**config.mk**
```make
export PLATFORM = sky130hd
export DESIGN_NAME = modular_exponentiation
export DESIGN_NICKNAME = d
export VERILOG_FILES = /design/src/hdl/modexp_pkg.sv /design/src/hdl/modexp_ctrl.sv /design/src/hdl/modexp_dp.sv /design/src/hdl/modular_exponentiation.sv
export SDC_FILE = /design/constraint.sdc
export NUM_CORES = 1
export LEC_CHECK = 0
export ABC_AREA = 0
export BUFFER_PORTS_ARGS = -buffer_cell sky130_fd_sc_hd__clkbuf_2
export CAP_MARGIN = 30
export CELL_PAD_IN_SITES_DETAIL_PLACEMENT = 2
export CELL_PAD_IN_SITES_GLOBAL_PLACEMENT = 2
export CORE_MARGIN = 3
export CORE_UTILIZATION = 37
export DETAILED_ROUTE_END_ITERATION = 7
export PLACE_DENSITY = 0.77
export SYNTH_ARGS = -nofsm -noshare
export SYNTH_HDL_FRONTEND = slang
export SYNTH_SLANG_ARGS = --single-unit
```
**constraint.sdc**
```tcl
create_clock -name clk -period 6 [get_ports clk]
set_clock_uncertainty 0.2 [all_clocks]
set_input_delay 0.6 -clock clk [delete_from_list [all_inputs] [get_ports clk]]
set_output_delay 0.6 -clock clk [all_outputs]
set_load 0.02 [all_outputs]
```
**src/hdl/modexp_pkg.sv**
```systemverilog
// ----------------------------------------------------------------------------
// modexp_pkg
// Shared widths, register indexes, opcodes, state encoding and the
// command / status bundles between controller and datapath.
// ----------------------------------------------------------------------------
package modexp_pkg;

	localparam int WIDTH   = 16;
	localparam int CNT_W   = $clog2(WIDTH);
	localparam int CFG_W   = 1;

	// configuration register indexes
	localparam logic [CFG_W-1:0] CFG_MODULUS  = 1'b0;
	localparam logic [CFG_W-1:0] CFG_EXPONENT = 1'b1;

	// configuration reset values
	localparam logic [WIDTH-1:0] MODULUS_RST  = WIDTH'(2);
	localparam logic [WIDTH-1:0] EXPONENT_RST = WIDTH'(1);

	// modular multiply operation selects
	typedef enum logic [1:0] {
		OP_REDUCE,
		OP_SQUARE,
		OP_MULT
	} mul_op_t;

	// controller states
	typedef enum logic [2:0] {
		ST_IDLE,
		ST_REDUCE,
		ST_SQ_INIT,
		ST_SQUARE,
		ST_MU_INIT,
		ST_MULT,
		ST_DONE
	} state_t;

	// controller to datapath
	typedef struct packed {
		logic    load;
		logic    mul_init;
		logic    mul_step;
		mul_op_t op;
		logic    ebit_dec;
		logic    emit;
	} cmd_t;

	// datapath to controller
	typedef struct packed {
		logic mod_small;
		logic mul_last;
		logic exp_bit;
		logic ebit_zero;
	} status_t;

endpackage

```
**src/hdl/modexp_ctrl.sv**
```systemverilog
// ----------------------------------------------------------------------------
// modexp_ctrl
// Sequencer for left-to-right square-and-multiply: one base reduction,
// then a square and an optional multiply per exponent bit; a modulus below 2 skips all.
// ----------------------------------------------------------------------------
module modexp_ctrl
	import modexp_pkg::*;
(
	input  logic    clk,
	input  logic    arst_n,
	input  logic    start,
	input  status_t status,
	output cmd_t    cmd,
	output logic    busy
);

	state_t state_q;
	state_t state_d;

	// state register
	always_ff @(posedge clk or negedge arst_n) begin
		if (!arst_n) begin
			state_q <= ST_IDLE;
		end else begin
			state_q <= state_d;
		end
	end

	// next state
	always_comb begin
		state_d = state_q;
		case (state_q)
			ST_IDLE: begin
				if (start) begin
					state_d = status.mod_small ? ST_DONE : ST_REDUCE;
				end
			end
			ST_REDUCE: begin
				if (status.mul_last) begin
					state_d = ST_SQ_INIT;
				end
			end
			ST_SQ_INIT: begin
				state_d = ST_SQUARE;
			end
			ST_SQUARE: begin
				if (status.mul_last) begin
					if (status.exp_bit) begin
						state_d = ST_MU_INIT;
					end else if (status.ebit_zero) begin
						state_d = ST_DONE;
					end else begin
						state_d = ST_SQ_INIT;
					end
				end
			end
			ST_MU_INIT: begin
				state_d = ST_MULT;
			end
			ST_MULT: begin
				if (status.mul_last) begin
					state_d = status.ebit_zero ? ST_DONE : ST_SQ_INIT;
				end
			end
			ST_DONE: begin
				state_d = ST_IDLE;
			end
			default: begin
				state_d = ST_IDLE;
			end
		endcase
	end

	// command outputs
	always_comb begin
		cmd      = '0;
		cmd.op   = OP_REDUCE;
		busy     = 1'b1;
		case (state_q)
			ST_IDLE: begin
				busy         = 1'b0;
				cmd.load     = start;
				cmd.mul_init = start && !status.mod_small;
				cmd.op       = OP_REDUCE;
			end
			ST_REDUCE: begin
				cmd.mul_step = 1'b1;
			end
			ST_SQ_INIT: begin
				cmd.mul_init = 1'b1;
				cmd.op       = OP_SQUARE;
			end
			ST_SQUARE: begin
				cmd.mul_step = 1'b1;
				cmd.ebit_dec = status.mul_last && !status.exp_bit && !status.ebit_zero;
			end
			ST_MU_INIT: begin
				cmd.mul_init = 1'b1;
				cmd.op       = OP_MULT;
			end
			ST_MULT: begin
				cmd.mul_step = 1'b1;
				cmd.ebit_dec = status.mul_last && !status.ebit_zero;
			end
			ST_DONE: begin
				cmd.emit = 1'b1;
			end
			default: begin
				busy = 1'b1;
			end
		endcase
	end

endmodule

```
**src/hdl/modexp_dp.sv**
```systemverilog
// ----------------------------------------------------------------------------
// modexp_dp
// Configuration registers, bit-serial modular multiplier (one multiplier
// bit per cycle, double then conditional add), running value and output.
// ----------------------------------------------------------------------------
module modexp_dp
	import modexp_pkg::*;
(
	input  logic             clk,
	input  logic             arst_n,
	input  logic             cfg_we,
	input  logic [CFG_W-1:0] cfg_index,
	input  logic [WIDTH-1:0] cfg_data,
	input  logic [WIDTH-1:0] base,
	input  cmd_t             cmd,
	output status_t          status,
	output logic             done,
	output logic [WIDTH-1:0] result
);

	logic [WIDTH-1:0] modulus_q;
	logic [WIDTH-1:0] exponent_q;
	logic [WIDTH-1:0] bred_q;
	logic [WIDTH-1:0] r_q;
	logic [WIDTH-1:0] acc_q;
	logic [WIDTH-1:0] a_q;
	logic [WIDTH-1:0] mb_q;
	logic [CNT_W-1:0] cnt_q;
	logic [CNT_W-1:0] ebit_q;
	mul_op_t          op_q;
	logic             zero_q;
	logic             done_q;
	logic [WIDTH-1:0] result_q;

	logic [WIDTH:0]   dbl;
	logic [WIDTH-1:0] dbl_red;
	logic [WIDTH:0]   sum;
	logic [WIDTH-1:0] sum_red;
	logic [WIDTH-1:0] acc_d;
	logic             mul_last;

	// configuration writes
	always_ff @(posedge clk or negedge arst_n) begin
		if (!arst_n) begin
			modulus_q  <= MODULUS_RST;
			exponent_q <= EXPONENT_RST;
		end else if (cfg_we) begin
			case (cfg_index)
				CFG_MODULUS:  modulus_q  <= cfg_data;
				CFG_EXPONENT: exponent_q <= cfg_data;
				default:      ;
			endcase
		end
	end

	// one multiplier bit: acc = 2*acc mod m, then + a mod m when the bit is set
	always_comb begin
		dbl     = {acc_q, 1'b0};
		dbl_red = (dbl >= {1'b0, modulus_q}) ? WIDTH'(dbl - {1'b0, modulus_q})
		                                     : dbl[WIDTH-1:0];
		sum     = {1'b0, dbl_red} + {1'b0, a_q};
		sum_red = (sum >= {1'b0, modulus_q}) ? WIDTH'(sum - {1'b0, modulus_q})
		                                     : sum[WIDTH-1:0];
		acc_d   = mb_q[WIDTH-1] ? sum_red : dbl_red;
	end

	assign mul_last = (cnt_q == CNT_W'(WIDTH - 1));

	// multiplier operand load and step
	always_ff @(posedge clk or negedge arst_n) begin
		if (!arst_n) begin
			cnt_q <= '0;
			op_q  <= OP_REDUCE;
		end else if (cmd.mul_init) begin
			cnt_q <= '0;
			op_q  <= cmd.op;
		end else if (cmd.mul_step) begin
			cnt_q <= cnt_q + 1'b1;
		end
	end

	always_ff @(posedge clk) begin
		if (cmd.mul_init) begin
			acc_q <= '0;
			case (cmd.op)
				OP_REDUCE: begin
					a_q  <= WIDTH'(1);
					mb_q <= base;
				end
				OP_SQUARE: begin
					a_q  <= r_q;
					mb_q <= r_q;
				end
				OP_MULT: begin
					a_q  <= r_q;
					mb_q <= bred_q;
				end
				default: begin
					a_q  <= r_q;
					mb_q <= r_q;
				end
			endcase
		end else if (cmd.mul_step) begin
			acc_q <= acc_d;
			mb_q  <= {mb_q[WIDTH-2:0], 1'b0};
		end
	end

	// running value and reduced base
	always_ff @(posedge clk) begin
		if (cmd.load) begin
			r_q <= WIDTH'(1);
		end else if (cmd.mul_step && mul_last && op_q != OP_REDUCE) begin
			r_q <= acc_d;
		end
		if (cmd.mul_step && mul_last && op_q == OP_REDUCE) begin
			bred_q <= acc_d;
		end
		if (cmd.load) begin
			zero_q <= (modulus_q < WIDTH'(2));
		end
	end

	// exponent bit pointer, msb first
	always_ff @(posedge clk or negedge arst_n) begin
		if (!arst_n) begin
			ebit_q <= '0;
		end else if (cmd.load) begin
			ebit_q <= CNT_W'(WIDTH - 1);
		end else if (cmd.ebit_dec) begin
			ebit_q <= ebit_q - 1'b1;
		end
	end

	// result register and strobe
	always_ff @(posedge clk or negedge arst_n) begin
		if (!arst_n) begin
			done_q <= 1'b0;
		end else begin
			done_q <= cmd.emit;
		end
	end

	always_ff @(posedge clk) begin
		if (cmd.emit) begin
			result_q <= zero_q ? '0 : r_q;
		end
	end

	assign status.mod_small = (modulus_q < WIDTH'(2));
	assign status.mul_last  = mul_last;
	assign status.exp_bit   = exponent_q[ebit_q];
	assign status.ebit_zero = (ebit_q == '0);

	assign done   = done_q;
	assign result = result_q;

endmodule

```
**src/hdl/modular_exponentiation.sv**
```systemverilog
// The sequencer drives a bit-serial modular multiplier, one multiplier bit per cycle.
// A modulus below 2 skips the multiplier and yields result 0.
// A new start can be taken in the cycle of the previous item's done strobe.
// Reset clears the sequencer and loads modulus 2 and exponent 1.
// The done strobe lasts one cycle; the receiver cannot stall.
// ----------------------------------------------------------------------------
// modular_exponentiation
// Computes base^exponent mod modulus with square-and-multiply, one result
// per start, using a sequencer and a shared modular multiplier datapath.
// ----------------------------------------------------------------------------
module modular_exponentiation
	import modexp_pkg::*;
(
	input  logic             clk,
	input  logic             arst_n,
	input  logic             cfg_we,
	input  logic [CFG_W-1:0] cfg_index,
	input  logic [WIDTH-1:0] cfg_data,
	input  logic             start,
	output logic             busy,
	input  logic [WIDTH-1:0] base,
	output logic             done,
	output logic [WIDTH-1:0] result
);

	cmd_t    cmd;
	status_t status;

	// sequencer
	modexp_ctrl u_ctrl (
		.clk    (clk),
		.arst_n (arst_n),
		.start  (start),
		.status (status),
		.cmd    (cmd),
		.busy   (busy)
	);

	// arithmetic and registers
	modexp_dp u_dp (
		.clk       (clk),
		.arst_n    (arst_n),
		.cfg_we    (cfg_we),
		.cfg_index (cfg_index),
		.cfg_data  (cfg_data),
		.base      (base),
		.cmd       (cmd),
		.status    (status),
		.done      (done),
		.result    (result)
	);

endmodule
```
==> results.toml <==
[outcome]
outcome = "finished, violations left"
violations = "setup timing"

[critical_path]
r2r_cells = 29
critPathMaxStageDelay_ps = 430
path_class = "flip-flop to flip-flop"
endpoint_kind = "flip-flop"
r2r-start = "u_dp.modulus_q[5]"
cp.depth = 29
crit_fanout = 6
crit_top_cell = "buf_4"
r2r_slack_ps = -880
path_buf_inv = 8
cpMaxStageDelayCell = "dfrtp_1"
reg2reg_to = "u_dp.r_q[7]"
arrival_ps = 7060
cp.required_ps = 6170
path_delay_family = "compound AO/OA/AOI/OAI gates"
start_kind = "flip-flop"

[yosys]
synth-seq-cells = 143
ys_warn_count = 0
synth-simple-area-share_pct = 13.65
synth_cell_types = 89
avgSynthCellArea_um2 = 10.27
muxShareOfSynthArea_pct = 9.771
synth_compound_area_share_pct = 18.99
synthesis.nets = 954
ys_seq_area_share_pct = 42.28
synth_top_family_by_area = "compound AO/OA/AOI/OAI gates"
synthAdderAreaFrac_pct = 7.879
synth-xor-area-share_pct = 3.558
syn_area_mm2 = 0.008861
async_flop_share_pct = 32.17
synth_flop_cell = "edfxtp_1"
syn_inst = 863
synth-edff-count = 65

[timing]
tightestPinTransition_ps = 1094
rsz0062_at_grt = "true"
slew_viol_final = 0
max_freq_ghz = 0.1452
maxSlewHeadroom_pct = 26.79
setup_viol = 48
final_hold_viol_count = 0
setup_tns_ps = -36830
postLayoutSetupSlackWorst_ps = -884.9
fin_crit_ps = 6885
min_period_over_period_pct = 114.7

[clocking]
cts_tree = "yes"
worstSkewPairLatency_ps = 480
cts_buffer_depth = 2
ctsHtreeMaxLevel = 4
cts_hold_buf = 0
cts_num_sinks = 143
ctsRootBufferMaster = "clkbuf_16"
numCtsBuffers = 17
clk_pin_slew_worst_paths_ps = 80

[final_layout]
layout.cells.non_filler = 1434
n_antenna_cell = 0
drive_gt1_share_pct = 41.12
nets = 1199
synthToLayoutAreaGrowth_pct = 41.40

[die]
dieArea_mm2 = 0.02584
die-width_um = 160.8
ios = 55
die_h_um = 160.8
core_area_mm2 = 0.02305
row_count = 55
start_util_pct = 38.44

[drt]
wl_per_cell_um = 33.86
firstDrtPassIters = 5
ant_nets = 0
drt_wl_total_um = 48550
drc = 0
wl_met2_um = 24290
routed.top_layer = "met4"
routed_via_density = 6.264
drt_iter0_markers = 806
route.met3.wl_um = 3134
wl_met1_um = 17940
vias = 8982

[grt]
grt_pass1_wl_um = 62550
grt_max_degree = 47
grt_pass1_vias = 9587
grt_use_total_pct = 32.29
grt_antenna_before_repair = 0
grt_overflow_total = 0

[placed_design]
dp.cells = 1373
hpwl_um = 26280
routabilityCongestion = 0.8997
numPortBuffers = 54
preCtsSetupSlack_ps = -729.1

[flow_run]
max_cap_viol_count = 0

[hold_path]
min_path_type = "primary input to asynchronous set/reset pin"
worst max-delay path by stage:
stage	from	endpoint	slack, ps
after floorplan	u_dp.modulus_q[1]	u_dp.acc_q[5]	-110
after global placement	u_dp.modulus_q[14]	u_dp.r_q[10]	-520
after detailed placement	u_dp.modulus_q[1]	u_dp.r_q[12]	-730
after CTS	u_dp.modulus_q[1]	u_dp.acc_q[4]	-260
after global routing	u_dp.modulus_q[5]	u_dp.acc_q[5]	-1030
final	u_dp.modulus_q[5]	u_dp.r_q[7]	-880
synthesized netlist by cell type (all sizes together), types with 3 or more instances:
master / count / share of area [%]
xor2: 15 / 1.5
nor2b: 39 / 2.8
nand2: 69 / 2.9
a21oi: 52 / 3.0
nand4: 7 / 0.49
o21bai: 3 / 0.25
a21boi: 4 / 0.34
and2: 6 / 0.45
nand3: 11 / 0.62
mux4: 5 / 1.3
ha: 51 / 7.2
fa: 3 / 0.68
buf: 14 / 0.97
a211o: 5 / 0.49
o21ba: 3 / 0.34
nor3: 16 / 1.1
dfxtp: 32 / 7.2
a221oi: 3 / 0.37
mux2i: 28 / 3.3
xnor2: 21 / 2.1
nand2b: 6 / 0.42
o21a: 9 / 0.85
dfrtp: 44 / 12
inv: 48 / 2.0
and3: 18 / 1.3
a211oi: 12 / 1.2
nor2: 47 / 2.0
a2111oi: 3 / 0.31
edfxtp: 65 / 22
o211ai: 9 / 0.76
a22o: 26 / 2.6
mux2: 40 / 5.2
a31oi: 5 / 0.42
a21o: 14 / 1.2
o31ai: 5 / 0.48
o21ai: 58 / 3.4
clkbuf: 20 / 0.86
nor4: 5 / 0.35
flip-flops by register name (all words and copies together), names as in the netlist:
register         count
u_dp.mb_q           16
u_dp.acc_q          16
u_dp.ebit_q          4
u_dp.zero_q          1
u_dp.a_q            16
u_dp.result         16
u_dp.r_q            16
u_dp.exponent_q     16
u_dp.done            1
u_dp.op_q            2
u_ctrl.state_q       3
u_dp.bred_q         16
u_dp.modulus_q      16
u_dp.cnt_q           4
cells by family after synthesis:
logic type / Yosys count
flops: 143
xor+xnor: 36
buf+inv: 82
fa+ha+maj: 54
compound gates: 237
mux: 73
simple gates: 238
per-stage QoR:
step	hold WS, ps	util (%)	cell area [um^2]
floorplan	104.4	-	9016
global placement	264.5	47.07	10850
detailed placement	270.0	47.16	10870
CTS	48.99	51.83	11950
global route	78.93	54.35	12530
finish	22.38	54.35	12530
worst register-to-register path, delay by kind of cell (launching register included):
| kind | cells | cell delay, ps |
|---|---|---|
| AOI/OAI and AO/OA | 7 | 1300 |
| and+or+nand+nor | 6 | 1180 |
| adders and majority gates | 3 | 1000 |
| DFF | 1 | 430 |
| xor gates and xnor gates | 2 | 470 |
| muxes | 3 | 970 |
| buffers and inverters | 8 | 1220 |
cells in the final DEF (no fill, tap or decap), types with 22 or more instances in the layout:
cell type	n
a22o_1	26
a21oi_1	42
edfxtp_1	65
dfxtp_1	32
o21ai_0	47
buf_4	186
ha_1	31
nor2_1	43
clkbuf_2	54
inv_1	42
nor2b_1	36
nand2_1	62
mux2_2	22
dfrtp_1	44
layout make-up:
| cell class | instances | area [um^2] |
|---|---|---|
| Sequential cell | 143 | 3746 |
| Fill cell | 2296 | 10520 |
| Clock inverter | 13 | 130.1 |
| Tap cell | 313 | 391.6 |
| Inverter | 48 | 182.7 |
| Timing Repair Buffer | 259 | 1934 |
| Clock buffer | 19 | 432.9 |
| Multi-Input combinational cell | 639 | 5712 |
what timing repair did:
action | CTS | global route
buffers inserted | 16 | 11
endpoints found under the setup margin | 48 | 48
gates cloned | 1 | 1
resized for setup | 76 | 82
pin swaps | 31 | 31
per-layer routing:
layer	GRT usage, %	vias to the layer above
met5	0	-
met4	15.49	0
met3	4.823	208
met2	57.61	534
met1	38.00	4562
li1	-	3678
Power is not shown: default switching activity piles up to over one toggle a cycle in this logic, so the estimate is an artifact.
